$ cat config.mk
export PLATFORM = sky130hd
export DESIGN_NAME = urth_ram
export DESIGN_NICKNAME = d
export VERILOG_FILES = /design/src/rtl/urth_ram.sv
export SDC_FILE = /design/constraint.sdc
export NUM_CORES = 1
export LEC_CHECK = 0
export BUFFER_PORTS_ARGS = -buffer_cell sky130_fd_sc_hd__buf_4
export CAP_MARGIN = 20
export CORE_MARGIN = 2
export CORE_UTILIZATION = 60
export CTS_CLUSTER_SIZE = 8
export DETAILED_ROUTE_END_ITERATION = 8
export GPL_TIMING_DRIVEN = 0
export PLACE_DENSITY_LB_ADDON = 0.05
export SLEW_MARGIN = 20
export SYNTH_ARGS = -nofsm -noshare
export SYNTH_HDL_FRONTEND = slang
export SYNTH_SLANG_ARGS = --single-unit
$ cat constraint.sdc
create_clock -name i_clk -period 4.6 [get_ports i_clk]
set_clock_uncertainty 0.05 [all_clocks]
set_input_delay 0.92 -clock i_clk [delete_from_list [all_inputs] [get_ports i_clk]]
set_output_delay 0.92 -clock i_clk [all_outputs]
set_load 0.02 [all_outputs]
$ cat src/rtl/urth_ram.sv
`default_nettype none

module urth_ram #(
    parameter int WIDTH = 8,
    parameter int DEPTH = 16
) (
    input  wire logic                     i_clk,
    input  wire logic                     i_we,
    input  wire logic [$clog2(DEPTH)-1:0] i_waddr,
    input  wire logic [WIDTH-1:0]         i_wdata,
    input  wire logic                     i_re,
    input  wire logic [$clog2(DEPTH)-1:0] i_raddr,
    output logic      [WIDTH-1:0]         o_rdata
);

    logic [WIDTH-1:0] r_mem [DEPTH];
    logic [WIDTH-1:0] r_rdata;

    always_ff @(posedge i_clk) begin
        if (i_we) begin
            r_mem[i_waddr] <= i_wdata;
        end
    end

    // read data holds while the read enable is low
    always_ff @(posedge i_clk) begin
        if (i_re) begin
            r_rdata <= r_mem[i_raddr];
        end
    end

    assign o_rdata = r_rdata;

endmodule

`default_nettype wire

# Word level (Yosys, flattened, before mapping)
# Memory sizes are Yosys's and may differ from the RTL's. A register that Yosys moved wholly into a read port is not among the register bits.
# Cells that the tools add are included.
word_totals:
  in_bits: 19
  latchBits: 0
  ff_bits: 0
  n_memories: 1
  romBits: 0
  mem_bits_rw: 128
  wordCells: 3
mem_list:
  columns: ["name", "depth", "word_bits", "read_ports", "rd_ports_with_merged_regs", "wr", "line_no", "text"]
  rows:
  - ["r_mem", 16, 8, 1, 1, 1, "16", "logic [WIDTH-1:0] r_mem [DEPTH];"]
op_classes:
  addsub: 0
  n_eq_ne: 0
  shift: 0
  n_mul: 0
  bitwise: 0
  muxes: 2
  n_reduce_logical: 0
  order_cmp: 0
  div_mod_pow: 0
ops:
  columns: ["cell", "n"]
  rows:
  - ["$mux 1", 2]

# Depth between registers and ports, before layout
# Gate-level depths: netlist of run 1.
depth:
  word_depth: 2
  ltp_mapped: 5

# Worst setup path after synthesis of run 1
# OpenSTA, ideal clock, no wires.
synth_path:
  kind: "input to register"
  from: "input i_waddr[2]"
  to: "memory r_mem[0][0] (enable)"
  setup_ns: 0.383
  path_slack_ns: 2.137
  arrival_time_ns: 2.030
  cell_stages: 2
  t_required_ns: 4.167
  path_cell_list: "or3b_2 -> nor3_1"
synth_lines:
  columns: ["item", "line_no", "text"]
  rows:
  - ["start, declared", "9", "input wire logic [$clog2(DEPTH)-1:0] i_waddr,"]
  - ["end, declared", "16", null]
# Straight into the memory's write port.

# Worst setup path in the final report of run 1
layout_path:
  from: "input i_waddr[2]"
  to: "memory r_mem[2][3] (enable)"
# Straight into the memory's write port.

==> results.cfg, run 1 <==
[status]
status = complete, no violations

[cells_and_area]
ff_latch_area_um2 = 4084
diodes = 0
nNetsFinal = 292
multi_input_comb_area_um2 = 1077
drive_above_1_share_pct = 30.07
fillers = 520
area_delta_synth_final_pct = 17.54

[yosys]
ys_seq_area_share_pct = 78.12
synth_seq_cells = 136
yosysTopAreaCellShare_pct = 78.12
yosys-top-cells-area = edfxtp_1, mux4_2, mux4_1
synth.distinct_cells = 18
syn_inst = 229
synth.cell_area_um2 = 5228
netlist_top_cells_count = edfxtp_1, mux4_2, a22oi_1, mux4_1, nor2_1
yosysWarnings = 0
synth-edff-count = 136
async_reset_ff_share_pct = 0
synth.most_common_cell = edfxtp_1
syn-num-nets = 248
synth_top_cell_by_area = edfxtp_1
ys.flop_type = edfxtp_1
syn_avg_cell_area_um2 = 22.83

[worst_setup_path]
r2r_cells = 3
cp-startpoint = i_waddr[2]
reg2reg_from = r_mem[4][0]$_DFFE_PP_
cp_max_fo = 8
r2r-end = o_rdata[0]$_DFFE_PP_
crit_path_start_kind = primary input
endpoint_kind = register
r2r_slack_ns = 3.00
required_ns = 4.69
crit_type = primary input to register
arrival_ns = 2.26
setup.worst_path.end = r_mem[2][3]$_DFFE_PP_

[global_route]
grt.overflow.total = 0
track_usage_pct = 23.41
grt_max_degree = 17
grt_pass1_vias = 2485
antenna_found_initial = 0
grt_pass1_wl_um = 15450

[sta]
timing.slew.headroom_pct = 42.89
slew_violations = 0
hold_violations = 0
finalSetupTns_ns = 0
final.period_utilization_pct = 47.21
rsz0062_at_grt = false
min_period_ns = 2.171
setup_viol_count_final = 0
tightestPinTransition_ns = 0.8535
whs_ns = 0.6415
max_freq_mhz = 460.5

[die]
core-area_um2 = 8593
die_h_um = 97.34
dieArea_um2 = 9475
boundaryPins = 27
die_w_um = 97.34
start_util_pct = 60.83
fp-row-count = 34

[power]
power_leakage_uw = 0.002053
ir_drop_mv = 0.2817
total_power_uw = 2855
p_per_area_nw_per_um2 = 464.6

[clock_network]
cts_tree = done
ctsHoldBuffers = 0
cts_max_level = 4
clock_path_buffers = 2
cts_setup_buffers = 0
clkSlewWorstSetupHoldPaths_ns = 0.06
post_cts_resized = 0
clk_latency_ns = 0.51
clock_sinks = 136
cts-root-buf = clkbuf_8
numCtsBuffers = 17

[job]
drv_cap = 0

[drt]
vias_per_cell = 6.157
drt_first_pass_iters = 4
vias = 2426
wirelength_um = 10010
routedWlPerCell_um = 25.40
ant_nets = 0
drt_iter0_drc = 342
remaining_drc_errors = 0

[placement]
port-buffer-count = 25
gp_congestion = 0.6942
hpwl_um = 6160

[min_path]
hold_class = primary input to register
[worst max-delay path, stage by stage]
cell	delay [ns]
buf_4	0.13
or3b_2	0.53
nor2_1	0.68
[metrics by stage]
stage	instance area [um2]	std cells	util, %	setup WS (ns)
after global placement	5550	362	64.59	1.527
final	6145	394	71.51	2.429
after detailed placement	5570	362	64.82	1.938
after floorplan	5228	229	-	2.137
after global routing	6145	394	71.51	2.394
after CTS	6145	394	71.51	2.467
[cells in the final DEF (no fill, tap or decap)]
master,instances
a22oi_1,16
and2_1,1
and2b_1,1
buf_2,3
buf_4,26
buf_6,3
bufinv_16,3
clkbuf_1,1
clkbuf_16,16
clkbuf_8,1
clkdlybuf4s25_2,3
clkinv_1,3
clkinv_2,3
clkinv_4,1
clkinvlp_4,3
edfxtp_1,136
inv_6,1
mux4_1,14
mux4_2,18
nand2_1,9
nand2b_1,2
nand3_1,1
nand3b_1,2
nor2_1,13
nor2b_1,1
nor3_2,4
or3b_2,1
[cells by family after synthesis]
| family | Yosys count | synth area share (%) |
|---|---|---|
| AO/OA/AOI/OAI | 16 | 2.298 |
| flip-flops | 136 | 78.12 |
| AND/OR/NAND/NOR | 35 | 3.136 |
| buffers and inverters | 10 | 1.651 |
| multiplexers | 32 | 14.79 |
[report_power, final]
part	internal [uW]	leakage, uW	switching (uW)
Combinational	61.7	0.000544	84.7
Clock	818	0.000273	487
Sequential	1400	0.00124	7.05
Total	2280	0.00205	579
[area by class of cell]
cell class	count	area share, %
Sequential cell	136	66.46
Multi-Input combinational cell	83	17.53
Clock buffer	18	6.801
Timing Repair Buffer	25	3.054
Clock inverter	14	2.545
Tap cell	108	2.199
Buffer	10	1.405
[per-layer routing]
layer | GRT usage, % | vias to the layer above | share of wire (%)
met2 | 34.19 | 107 | 47
met4 | 7.158 | 0 | 0.75
met1 | 35.21 | 1244 | 45
li1 | - | 1069 | -
met3 | 7.050 | 6 | 7.3
met5 | 0 | - | 0
[worst min path at each step]
stage                      startpoint                   end  slack (ns)  cells after the start
6_report                         i_re  o_rdata[1]$_DFFE_PP_        0.64                      1
5_1_grt                          i_re  o_rdata[1]$_DFFE_PP_        0.62                      1
4_1_cts                          i_re  o_rdata[7]$_DFFE_PP_        0.63                      1
3_5_place_dp   r_mem[10][4]$_DFFE_PP_  o_rdata[4]$_DFFE_PP_        0.70                      3
3_3_place_gp    r_mem[8][4]$_DFFE_PP_  o_rdata[4]$_DFFE_PP_        0.69                      3
2_1_floorplan   r_mem[7][0]$_DFFE_PP_  o_rdata[0]$_DFFE_PP_        0.65                      3
[registers in the layout, indices dropped and copies added (netlist names)]
| register | cells |
|---|---|
| o_rdata | 8 |
| r_mem | 128 |
Power figures use the tool's default switching activity.
==> inputs of run 2 (changes only) <==
--- a/config.mk
+++ b/config.mk
@@ -8,7 +8,7 @@
 export BUFFER_PORTS_ARGS = -buffer_cell sky130_fd_sc_hd__buf_4
 export CAP_MARGIN = 20
 export CORE_MARGIN = 2
-export CORE_UTILIZATION = 60
+export CORE_UTILIZATION = 54
 export CTS_CLUSTER_SIZE = 8
 export DETAILED_ROUTE_END_ITERATION = 8
 export GPL_TIMING_DRIVEN = 0
==> constraint.sdc (replaced) <==
create_clock -name i_clk -period 1.8 [get_ports i_clk]
set_clock_uncertainty 0.05 [all_clocks]
set_input_delay 0.36 -clock i_clk [delete_from_list [all_inputs] [get_ports i_clk]]
set_output_delay 0.36 -clock i_clk [all_outputs]
set_load 0.02 [all_outputs]
==> results.cfg, run 2 (synthesized netlist as in run 1, its figures left out) <==
[status]
status = complete, no violations

[global_route]
grt_pass1_wl_um = 14950
grt.overflow.total = 0
antenna_found_initial = 0
grt_max_degree = 17
track_usage_pct = 21.32
grt_pass1_vias = 2449

[sta]
final.period_utilization_pct = 89.51
min_period_ns = 1.611
max_freq_mhz = 620.7
rsz0062_at_grt = false
setup_viol_count_final = 0
timing.slew.headroom_pct = 44.67
slew_violations = 0
tightestPinTransition_ns = 0.8255
hold_violations = 0

[drt]
routedWlPerCell_um = 24.50
drt_iter0_drc = 194
vias_per_cell = 5.882
ant_nets = 0
remaining_drc_errors = 0
drt_first_pass_iters = 4
wirelength_um = 10170
vias = 2441

[clock_network]
clock_path_buffers = 2
clk_latency_ns = 0.51
cts_tree = done
clkSlewWorstSetupHoldPaths_ns = 0.06
numCtsBuffers = 17
post_cts_resized = 0
cts_setup_buffers = 0
cts-root-buf = clkbuf_8
cts_max_level = 4
clock_sinks = 136
ctsHoldBuffers = 0

[die]
dieArea_um2 = 10480
boundaryPins = 27
fp-row-count = 35
die_w_um = 102.4
start_util_pct = 56.04
die_h_um = 102.4
core-area_um2 = 9328

[cells_and_area]
drive_above_1_share_pct = 30.42
mostFrequentLayoutCell = edfxtp_1
diodes = 0
layout_common_cells = edfxtp_1, buf_4, mux4_2, a22oi_1, clkbuf_16
nNetsFinal = 292
fin_cells = 415
top_register = r_mem
largest_reg_flops = 128
area_delta_synth_final_pct = 18.96

[worst_setup_path]
r2r-end = o_rdata[2]$_DFFE_PP_
path_depth = 3
r2r_cells = 3
path_cells = mux4_1 -> a22oi_1 -> nand2_1
path_delay_family = multiplexers
slowest_stage = mux4_1
arrival_ns = 1.81
cp-startpoint = r_mem[5][2]$_DFFE_PP_
endpoint_kind = register
crit_path_start_kind = register
crit_path_max_incr_delay_ns = 0.59
cp_max_fo = 1
cp.buffers_inverters = 0
reg2reg_from = r_mem[5][2]$_DFFE_PP_
required_ns = 2.00
crit_type = register to register
setup.worst_path.end = o_rdata[2]$_DFFE_PP_
r2r_slack_ns = 0.19

[power]
ir_drop_mv = 0.8296
power_leakage_uw = 0.002076
seq_power_share_pct = 47.3
pwr-share-clk_pct = 47.7
total_power_uw = 7575
comb_power_share_pct = 5.0
p_int_uw = 6092
p_per_area_nw_per_um2 = 1218
p_switching_uw = 1483
p_sw_share_pct = 19.58

[job]
drv_cap = 0

[placement]
hpwl_um = 6170
port-buffer-count = 25
gp_congestion = 0.7435
dp_cells = 383

[min_path]
hold_class = primary input to register
==> run 2: cell types whose count changed in the layout (fill, tap and decap cells not counted) <==
cell	previous run	this run
inv_6	1	0
clkbuf_1	1	0
bufinv_16	3	5
==> run 2: metrics by stage <==
| stage | worst slack (ns) | area (um2) | setup TNS (ns) | util (%) | hold slack (ns) |
|---|---|---|---|---|---|
| final | 0.1888 | 6218 | 0 | 66.67 | 0.08620 |
| after global routing | 0.1118 | 6218 | 0 | 66.67 | 0.06486 |
| after CTS | 0.1388 | 6218 | 0 | 66.67 | 0.06090 |
| after detailed placement | -0.3081 | 5597 | -11.20 | 60.00 | 0.5975 |
| after global placement | -0.3765 | 5582 | -18.32 | 59.84 | 0.5927 |
| after floorplan | 0.1076 | 5233 | 0 | - | 0.4089 |
==> run 2: per-layer routing <==
metal | vias to the layer above | part of all wire (%) | GRT usage (%)
li1 | 1072 | - | -
met1 | 1286 | 47 | 31.72
met2 | 81 | 48 | 31.58
met3 | 2 | 5.1 | 4.925
met4 | 0 | 0.38 | 7.692
met5 | - | 0 | 0
==> run 2: power groups by stage <==
stage	Combinational, uW	Clock, uW	Sequential [uW]
floorplan	180	0	3670
global placement	368	0	3650
detailed placement	377	0	3650
CTS	379	3660	3590
global route	402	3790	3590
finish	375	3620	3580
==> run 2: worst min path at each step <==
stage	from	end	slack (ns)	cells after the start
global placement	i_re	o_rdata[4]$_DFFE_PP_	0.59	1
global route	i_re	o_rdata[2]$_DFFE_PP_	0.06	1
floorplan	i_wdata[0]	r_mem[0][0]$_DFFE_PP_	0.41	0
detailed placement	i_re	o_rdata[6]$_DFFE_PP_	0.60	1
CTS	i_re	o_rdata[2]$_DFFE_PP_	0.06	1
finish	i_re	o_rdata[2]$_DFFE_PP_	0.09	1
==> run 2: final cells by class <==
class,instances,area [um2]
Buffer,10,86.33
Fill cell,611,3109
Clock inverter,15,207.7
Sequential cell,136,4084
Clock buffer,17,414.1
Tap cell,129,161.4
Timing Repair Buffer,25,187.7
Multi-Input combinational cell,83,1077
==> inputs of run 3 (changes only) <==
--- a/config.mk
+++ b/config.mk
@@ -12,7 +12,7 @@
 export CTS_CLUSTER_SIZE = 8
 export DETAILED_ROUTE_END_ITERATION = 8
 export GPL_TIMING_DRIVEN = 0
-export PLACE_DENSITY_LB_ADDON = 0.05
+export PLACE_DENSITY = 0.83
 export SLEW_MARGIN = 20
 export SYNTH_ARGS = -nofsm -noshare
 export SYNTH_HDL_FRONTEND = slang
==> results.cfg, run 3 (synthesized netlist as in run 1, its figures left out) <==
[worst_setup_path]
endpoint_kind = register
crit_type = register to register
arrival_ns = 1.79
r2r_cells = 3
path_cells = mux4_2 -> a22oi_1 -> nand2_1
required_ns = 2.00
path_delay_family = multiplexers
cp_max_fo = 1
r2r_slack_ns = 0.21
crit_path_start_kind = register
r2r-end = o_rdata[7]$_DFFE_PP_
crit_path_max_incr_delay_ns = 0.51
slowest_stage = mux4_2
reg2reg_from = r_mem[6][7]$_DFFE_PP_
cp.buffers_inverters = 0

[global_route]
antenna_found_initial = 0
grt_busiest_layer = met2
grt_max_degree = 17
track_usage_pct = 20.47
grt_pass1_vias = 2456
gr-usage-met1_pct = 29.21
grt_pass1_wl_um = 14370
met3_usage_pct = 6.566
gr-usage-met2_pct = 30.36
grt.overflow.total = 0

[die]
core-area_um2 = 9328
dieArea_um2 = 10480
die_h_um = 102.4
boundaryPins = 27
fp-row-count = 35
die_w_um = 102.4
start_util_pct = 56.04

[placement]
pre_cts_ws_ns = -0.3292
gp_congestion = 0.7071
port-buffer-count = 25
hpwl_um = 5875

[drt]
remaining_drc_errors = 0
wirelength_um = 9654
ant_nets = 0
vias_per_cell = 5.889
routedWlPerCell_um = 23.32
drt_first_pass_iters = 4
drt_iter0_drc = 265
vias = 2438

[sta]
hold_violations = 0
timing.slew.headroom_pct = 43.44
slew_violations = 0
tightestPinTransition_ns = 0.8453
max_freq_mhz = 628.2
rsz0062_at_grt = false
min_period_ns = 1.592
setup_viol_count_final = 0
layout_setup_ws_ns = 0.2083
final.period_utilization_pct = 88.43
finalSetupTns_ns = 0

[min_path]
hold_end = o_rdata[3]$_DFFE_PP_
hold_class = primary input to register
min_from = i_re
whs_path_depth = 1

[cells_and_area]
nNetsFinal = 292
drive_above_1_share_pct = 30.53
diodes = 0
top_register = r_mem
mostFrequentLayoutCell = edfxtp_1
area_delta_synth_final_pct = 18.05
layout_common_cells = edfxtp_1, buf_4, mux4_2, a22oi_1, clkbuf_16
largest_reg_flops = 128

[power]
p_switching_uw = 1464
pwr-share-clk_pct = 45.7
p_sw_share_pct = 20.11
power_leakage_uw = 0.002050
comb_power_share_pct = 5.1
ir_drop_mv = 0.7440
p_int_uw = 5815
p_per_area_nw_per_um2 = 1180
seq_power_share_pct = 49.3

[clock_network]
cts_tree = done
cts-root-buf = clkbuf_8
clock_path_buffers = 2
clk_latency_ns = 0.51
post_cts_resized = 0
numCtsBuffers = 17
ctsHoldBuffers = 0
cts_setup_buffers = 0
clock_sinks = 136
cts_max_level = 4
clkSlewWorstSetupHoldPaths_ns = 0.06

[status]
status = complete, no violations

[job]
drv_cap = 0
==> run 3: changes by cell type in the layout (fill, tap and decap cells not counted), sizes merged <==
| cell | previous run | this run |
|---|---|---|
| bufinv | 5 | 3 |
| clkbuf | 17 | 18 |
| clkinv | 7 | 6 |
| clkinvlp | 3 | 4 |
==> run 3: final cells by class <==
type,instances,area (um2)
Multi-Input combinational cell,83,1077
Fill cell,600,3157
Timing Repair Buffer,25,187.7
Clock buffer,18,417.9
Tap cell,129,161.4
Sequential cell,136,4084
Buffer,10,86.33
Clock inverter,13,156.4
==> run 3: power by group through the flow <==
stage / combinational [uW] / clock (uW) / sequential (uW)
3_5_place_dp: 365 / 0 / 3650
6_report: 368 / 3330 / 3590
2_1_floorplan: 180 / 0 / 3670
3_3_place_gp: 353 / 0 / 3640
5_1_grt: 394 / 3500 / 3590
4_1_cts: 369 / 3350 / 3590
==> run 3: metal layers <==
metal	wire length [um]	share of wire, %
met1	4070	42
met2	4625	48
met3	820	8.5
met4	138	1.4
met5	0	0
==> run 3: worst max path at each step <==
stage | endpoint | depth (start not counted) | from
final | o_rdata[7]$_DFFE_PP_ | 3 | r_mem[6][7]$_DFFE_PP_
after global routing | r_mem[3][3]$_DFFE_PP_ | 3 | i_waddr[2]
after CTS | o_rdata[7]$_DFFE_PP_ | 3 | r_mem[3][7]$_DFFE_PP_
after detailed placement | r_mem[3][0]$_DFFE_PP_ | 3 | i_waddr[2]
after global placement | r_mem[8][2]$_DFFE_PP_ | 3 | i_waddr[2]
after floorplan | o_rdata[1]$_DFFE_PP_ | 5 | i_raddr[0]
==> run 3: metrics by stage <==
| step | std cells | utilization [%] | hold slack [ns] | instance area, um2 | power [uW] |
|---|---|---|---|---|---|
| 5_1_grt | 414 | 66.16 | 0.05428 | 6171 | 7484 |
| 6_report | 414 | 66.16 | 0.07372 | 6171 | 7280 |
| 3_3_place_gp | 383 | 59.84 | 0.5866 | 5582 | 3998 |
| 4_1_cts | 414 | 66.05 | 0.05619 | 6161 | 7305 |
| 3_5_place_dp | 383 | 59.89 | 0.5967 | 5587 | 4016 |
| 2_1_floorplan | 229 | - | 0.4089 | 5233 | 3848 |
